==> src/sv/spq_pkg.sv <==
// spq_pkg: widths, command and error codes and the control bundle of the
// sorted priority queue. No dependencies; used by spq_cell and the top level.
package spq_pkg;

	localparam int DEPTH  = 16;
	localparam int KEY_W  = 32;
	localparam int TAG_W  = 16;
	localparam int CNT_W  = $clog2(DEPTH + 1);
	localparam int ADDR_W = 3;
	localparam int DATA_W = 32;

	// commands
	localparam logic CMD_INSERT = 1'b0;
	localparam logic CMD_REMOVE = 1'b1;

	// error codes
	localparam logic [1:0] ERR_OK    = 2'd0;
	localparam logic [1:0] ERR_FULL  = 2'd1;
	localparam logic [1:0] ERR_EMPTY = 2'd2;

	// register indexes
	localparam logic REG_SIGNED_KEYS = 1'b0;

	// broadcast to every cell of the row
	typedef struct packed {
		logic             insert;
		logic             remove;
		logic             signed_keys;
		logic [KEY_W-1:0] key;
		logic [TAG_W-1:0] tag;
	} spq_ctl_t;

endpackage

==> src/sv/spq_cell.sv <==
// spq_cell: one slot of the sorted row; holds a key/tag entry and swaps it
// with its neighbors on insert and remove. Depends on spq_pkg.
module spq_cell
	import spq_pkg::*;
(
	input  logic             clk,
	input  logic             is_head,
	input  logic             valid,
	input  spq_ctl_t         ctl,
	input  logic             left_ins,
	input  logic [KEY_W-1:0] left_key,
	input  logic [TAG_W-1:0] left_tag,
	input  logic [KEY_W-1:0] right_key,
	input  logic [TAG_W-1:0] right_tag,
	output logic             ins,
	output logic [KEY_W-1:0] key_q,
	output logic [TAG_W-1:0] tag_q
);

	logic [KEY_W-1:0] sign_flip;
	logic [KEY_W-1:0] rank_own;
	logic [KEY_W-1:0] rank_new;
	logic             new_gt;
	logic             new_ge;

	// map keys to an unsigned rank in the configured order
	assign sign_flip = {ctl.signed_keys, {(KEY_W-1){1'b0}}};
	assign rank_own  = key_q ^ sign_flip;
	assign rank_new  = ctl.key ^ sign_flip;
	assign new_gt    = rank_new > rank_own;
	assign new_ge    = rank_new >= rank_own;

	// new entry lands at or before this slot
	assign ins = !valid || (is_head ? new_gt : new_ge);

	// shift right on insert, shift left on remove
	always_ff @(posedge clk) begin
		if (ctl.insert) begin
			if (left_ins) begin
				key_q <= left_key;
				tag_q <= left_tag;
			end else if (ins) begin
				key_q <= ctl.key;
				tag_q <= ctl.tag;
			end
		end else if (ctl.remove) begin
			key_q <= right_key;
			tag_q <= right_tag;
		end
	end

endmodule

==> src/sv/sorted_priority_queue_top.sv <==
// sorted_priority_queue_top: sorted priority queue built as a row of
// spq_cell slots with count, result register and APB register port.
// Depends on spq_pkg and spq_cell.
//
// Usage: the input channel (in_valid/in_ready) carries a command with key
// and tag; command insert places the entry in descending key order,
// command remove drops the head. Each accepted beat yields exactly one
// result beat on the output channel (out_valid/out_ready): head key and
// tag after the command, count, empty flag and error code.
// The result is registered and appears in the cycle after acceptance.
// Throughput is one command per cycle while the receiver takes each
// result; every slot compares the new key against its own entry in
// parallel and shifts by one position, whatever the fill level.
// When the receiver stalls, the result stays registered and in_ready drops
// until it is taken; a new command is accepted in the same cycle the
// pending result leaves. Reset empties the queue (count zero), clears any
// pending result and sets key order to unsigned. Register signed_keys at
// byte address 0 selects two's complement key order; write it only idle.
module sorted_priority_queue_top
	import spq_pkg::*;
(
	input  logic              clk,
	input  logic              arst_n,
	// configuration port
	input  logic              psel,
	input  logic              penable,
	input  logic              pwrite,
	input  logic [ADDR_W-1:0] paddr,
	input  logic [DATA_W-1:0] pwdata,
	output logic [DATA_W-1:0] prdata,
	output logic              pready,
	// command channel
	input  logic              in_valid,
	output logic              in_ready,
	input  logic              command,
	input  logic [KEY_W-1:0]  key,
	input  logic [TAG_W-1:0]  tag,
	// result channel
	output logic              out_valid,
	input  logic              out_ready,
	output logic [KEY_W-1:0]  max_key,
	output logic [TAG_W-1:0]  max_tag,
	output logic [CNT_W-1:0]  count,
	output logic              empty_res,
	output logic [1:0]        error
);

	logic             signed_keys_q;
	logic [CNT_W-1:0] count_q;
	logic [1:0]       error_q;
	logic             out_valid_q;
	logic             accept;
	logic             full;
	logic             empty;
	logic             do_ins;
	logic             do_rem;
	spq_ctl_t         ctl;

	logic [KEY_W-1:0] cell_key [DEPTH];
	logic [TAG_W-1:0] cell_tag [DEPTH];
	logic             cell_ins [DEPTH];

	// register port
	assign pready = 1'b1;
	assign prdata = (paddr[2] == REG_SIGNED_KEYS) ?
		{{(DATA_W-1){1'b0}}, signed_keys_q} : '0;

	always_ff @(posedge clk or negedge arst_n) begin
		if (!arst_n) begin
			signed_keys_q <= 1'b0;
		end else if (psel && penable && pwrite && pready &&
			(paddr[2] == REG_SIGNED_KEYS)) begin
			signed_keys_q <= pwdata[0];
		end
	end

	// command decode
	assign in_ready = !out_valid_q || out_ready;
	assign accept   = in_valid && in_ready;
	assign full     = count_q == CNT_W'(DEPTH);
	assign empty    = count_q == '0;
	assign do_ins   = accept && (command == CMD_INSERT) && !full;
	assign do_rem   = accept && (command == CMD_REMOVE) && !empty;

	assign ctl.insert      = do_ins;
	assign ctl.remove      = do_rem;
	assign ctl.signed_keys = signed_keys_q;
	assign ctl.key         = key;
	assign ctl.tag         = tag;

	// row of slots
	for (genvar i = 0; i < DEPTH; i++) begin : g_cell
		logic             left_ins;
		logic [KEY_W-1:0] left_key;
		logic [TAG_W-1:0] left_tag;
		logic [KEY_W-1:0] right_key;
		logic [TAG_W-1:0] right_tag;

		if (i == 0) begin : g_first
			assign left_ins = 1'b0;
			assign left_key = '0;
			assign left_tag = '0;
		end else begin : g_mid
			assign left_ins = cell_ins[i-1];
			assign left_key = cell_key[i-1];
			assign left_tag = cell_tag[i-1];
		end

		if (i == DEPTH - 1) begin : g_last
			assign right_key = '0;
			assign right_tag = '0;
		end else begin : g_inner
			assign right_key = cell_key[i+1];
			assign right_tag = cell_tag[i+1];
		end

		spq_cell u_cell (
			.clk       (clk),
			.is_head   (i == 0),
			.valid     (count_q > CNT_W'(i)),
			.ctl       (ctl),
			.left_ins  (left_ins),
			.left_key  (left_key),
			.left_tag  (left_tag),
			.right_key (right_key),
			.right_tag (right_tag),
			.ins       (cell_ins[i]),
			.key_q     (cell_key[i]),
			.tag_q     (cell_tag[i])
		);
	end

	// fill count, error code and result beat
	always_ff @(posedge clk or negedge arst_n) begin
		if (!arst_n) begin
			count_q     <= '0;
			error_q     <= ERR_OK;
			out_valid_q <= 1'b0;
		end else begin
			if (do_ins) begin
				count_q <= count_q + 1'b1;
			end else if (do_rem) begin
				count_q <= count_q - 1'b1;
			end
			if (accept) begin
				out_valid_q <= 1'b1;
				priority if (command == CMD_INSERT && full) begin
					error_q <= ERR_FULL;
				end else if (command == CMD_REMOVE && empty) begin
					error_q <= ERR_EMPTY;
				end else begin
					error_q <= ERR_OK;
				end
			end else if (out_ready) begin
				out_valid_q <= 1'b0;
			end
		end
	end

	// the row only moves when the pending result is taken, so it is read live
	assign out_valid = out_valid_q;
	assign max_key   = empty ? '0 : cell_key[0];
	assign max_tag   = empty ? '0 : cell_tag[0];
	assign count     = count_q;
	assign empty_res = empty;
	assign error     = error_q;

endmodule
==> config.mk <==
export PLATFORM = sky130hd
export DESIGN_NAME = sorted_priority_queue_top
export DESIGN_NICKNAME = d
export VERILOG_FILES = /design/src/sv/spq_pkg.sv /design/src/sv/spq_cell.sv /design/src/sv/sorted_priority_queue_top.sv
export SDC_FILE = /design/constraint.sdc
export NUM_CORES = 2
export LEC_CHECK = 0
export ABC_AREA = 1
export BUFFER_PORTS_ARGS = -buffer_cell sky130_fd_sc_hd__buf_2
export CAP_MARGIN = 20
export CORE_UTILIZATION = 40
export CTS_BUF_LIST = sky130_fd_sc_hd__clkbuf_8
export CTS_CLUSTER_DIAMETER = 40
export CTS_CLUSTER_SIZE = 24
export DETAILED_ROUTE_END_ITERATION = 16
export SLEW_MARGIN = 20
export SYNTH_ARGS = -nofsm -noshare
export SYNTH_HDL_FRONTEND = slang
export SYNTH_HIERARCHICAL = 1
export SYNTH_SLANG_ARGS = --single-unit
==> constraint.sdc <==
create_clock -name clk -period 4.36 [get_ports clk]
set_input_delay 0.654 -clock clk [delete_from_list [all_inputs] [get_ports clk]]
set_output_delay 0.654 -clock clk [all_outputs]
set_load 0.005 [all_outputs]
==> metrics.txt <==
max-cap violations=0; Worst Tran Pin Value=951 ps; DR WL/cell=18.1 µm; worst-path cell chain=buf_4 -> xor2_1 -> ha_1 -> a21oi_1 -> o21ai_0 -> a21oi_1 -> nand2_1 -> nor2_1 -> nand2_1 -> nand2_1 -> nand2_1 -> nor2_1 -> nand3_1 -> nand2_1 -> clkinv_2; max incr delay on CP=690 ps; CTS Buf Count=148; Reg2Reg Depth=15; P_leak=28.0 nW; post-synthesis cell area=55300 µm²; r2r endpoint=g_cell[2].u_cell/tag_q[11]; share of layout cells above drive strength 1=10.8%; hold path start=pwdata[0]; clock sink count=777; Worst EP arrival=4180 ps; total track usage=23.4%; Chip Height=374 µm; Iteration-0 DRC Markers=3901; Remaining DRCs=0; H-tree depth=4; Vias=48800; DR WL met2=81700 µm; status=finished, final reports clean; RSZ-0062 raised after global routing=false; largest net degree at the start of global routing=151; Worst Skew=52.6 ps; clock slew seen by the registers of the worst setup and hold paths=70 ps; dpl hpwl=120000 µm; metal3 WL=8120 µm; Net count, final=7869; Finished Layout Cells=9182; Rel. slew slack=36.6%; initial antenna violation count=8; Final setup violation count=0; minimum clock period after layout=3850 ps; commonest non-fill, non-tap cell in the layout=nand2_1; Critical-path top delay cell=clkinv_2; syn_area_per_cell=7.88 µm²; Synth warnings=6; cts repair resizes=0; first-pass GRT wire length=264000 µm; FF-to-FF Start=signed_keys_q; clk_lat worst skew=900 ps; critical path required time=4690 ps; Max Clk Rate=0.260 GHz; CTS root buf=clkbuf_8; Core ar.=137000 µm²; CP max FO=48; CP endpoint kind=flip-flop; Design Power=31.9 mW; WL final=166000 µm; antenna-violating nets left=0; Worst IR Drop VDD=340 µV; vias in the first global route=48300; setup TNS=0 ps; number of cells on the critical path=15; Port-buffer cells=116; hold-critical path endpoint=signed_keys_q; Layout area overhead=11.8%; Power Dens Cells=516 nW/µm²; Max Slew Vio Count=0; grt total ovfl=0; WHS Path Cells=3; RePlAce Congestion=0.842; die footprint=140000 µm²; Setup CP Type=reg2reg; die width=374 µm; hold crit path type=in2reg; crit start category=flip-flop; cell repeated most along the worst path=nand2_1; Syn Inst Count=7014; row count=136; Vias per Instance=5.31; CP top delay family=buffers and inverters; reg2reg setup slack=510 ps; Max clock buf depth=3; drt first pass iters=6; commonest non-fill, non-tap cells in the layout=1560 x nand2_1, 1256 x o21ai_0, 906 x nor2_1, 768 x edfxtp_1, 745 x inv_1; DP Cell Count=8902; CP bufs+invs=2; IO Pins=182; WL met1=71900 µm; Hold Fails Final Rpt=0; CTS tree=done; max layer used=met5; Initial Utilization=40.2%; final worst-path cycle share=88.3%
==> repair_timing <==
action | 4_1_cts | 5_1_grt
setup buffers | 0 | 0
endpoints found under the hold margin | 10 | 0
hold buffers | 2 | 0
==> state kept, by name, indices dropped and copies added, names as in the netlist <==
| signal | flops |
|---|---|
| out_valid | 1 |
| g_cell.u_cell/key_q | 512 |
| signed_keys_q | 1 |
| error | 2 |
| count | 5 |
| g_cell.u_cell/tag_q | 256 |
==> worst max path at each step <==
stage	startpoint	endpoint	slack, ps
after floorplan	signed_keys_q	g_cell[5].u_cell/key_q[0]	320
after global placement	key[7]	g_cell[15].u_cell/tag_q[9]	390
after detailed placement	key[7]	g_cell[15].u_cell/key_q[4]	310
after CTS	count[0]	empty_res	590
after global routing	signed_keys_q	g_cell[2].u_cell/key_q[15]	260
final	signed_keys_q	g_cell[2].u_cell/tag_q[11]	510
==> tightest hold or removal path, cell delays in order <==
cell and delay (ps):
buf_2 80, nor2_1 30, a21oi_1 120
==> metrics by stage <==
step                      util, %  setup WS, ps  hold slack, ps  cell area (µm²)
after floorplan                 -           317             358            55800
after global placement       42.5           390             509            58400
after detailed placement     42.5           307             514            58400
after CTS                    45.0           585            2.05            61800
after global routing         45.0           261            33.6            61800
final                        45.0           510            68.4            61800
==> metal layers <==
layer,GRT usage [%],vias up
li1,-,23600
met1,30.3,23600
met2,40.4,1313
met3,3.06,271
met4,7.24,8
met5,0,-
==> power by group <==
part	leakage [nW]	switching (mW)	internal (mW)	total (mW)
combinational	18.9	8.33	3.65	12.0
clock	1.67	3.75	4.57	8.32
sequential	7.40	1.21	10.4	11.6
==> layout make-up <==
| type | instances | area (µm²) |
|---|---|---|
| flip-flops and latches | 777 | 23300 |
| well taps | 1794 | 2240 |
| fillers | 13600 | 75500 |
| multi-input cells | 5252 | 27600 |
| clock inverters | 122 | 1240 |
| repair buffers | 309 | 2420 |
| inverters | 772 | 2900 |
| clock buffers | 152 | 2090 |
| diodes | 4 | 10.0 |
Power figures use the tool's default switching activity.
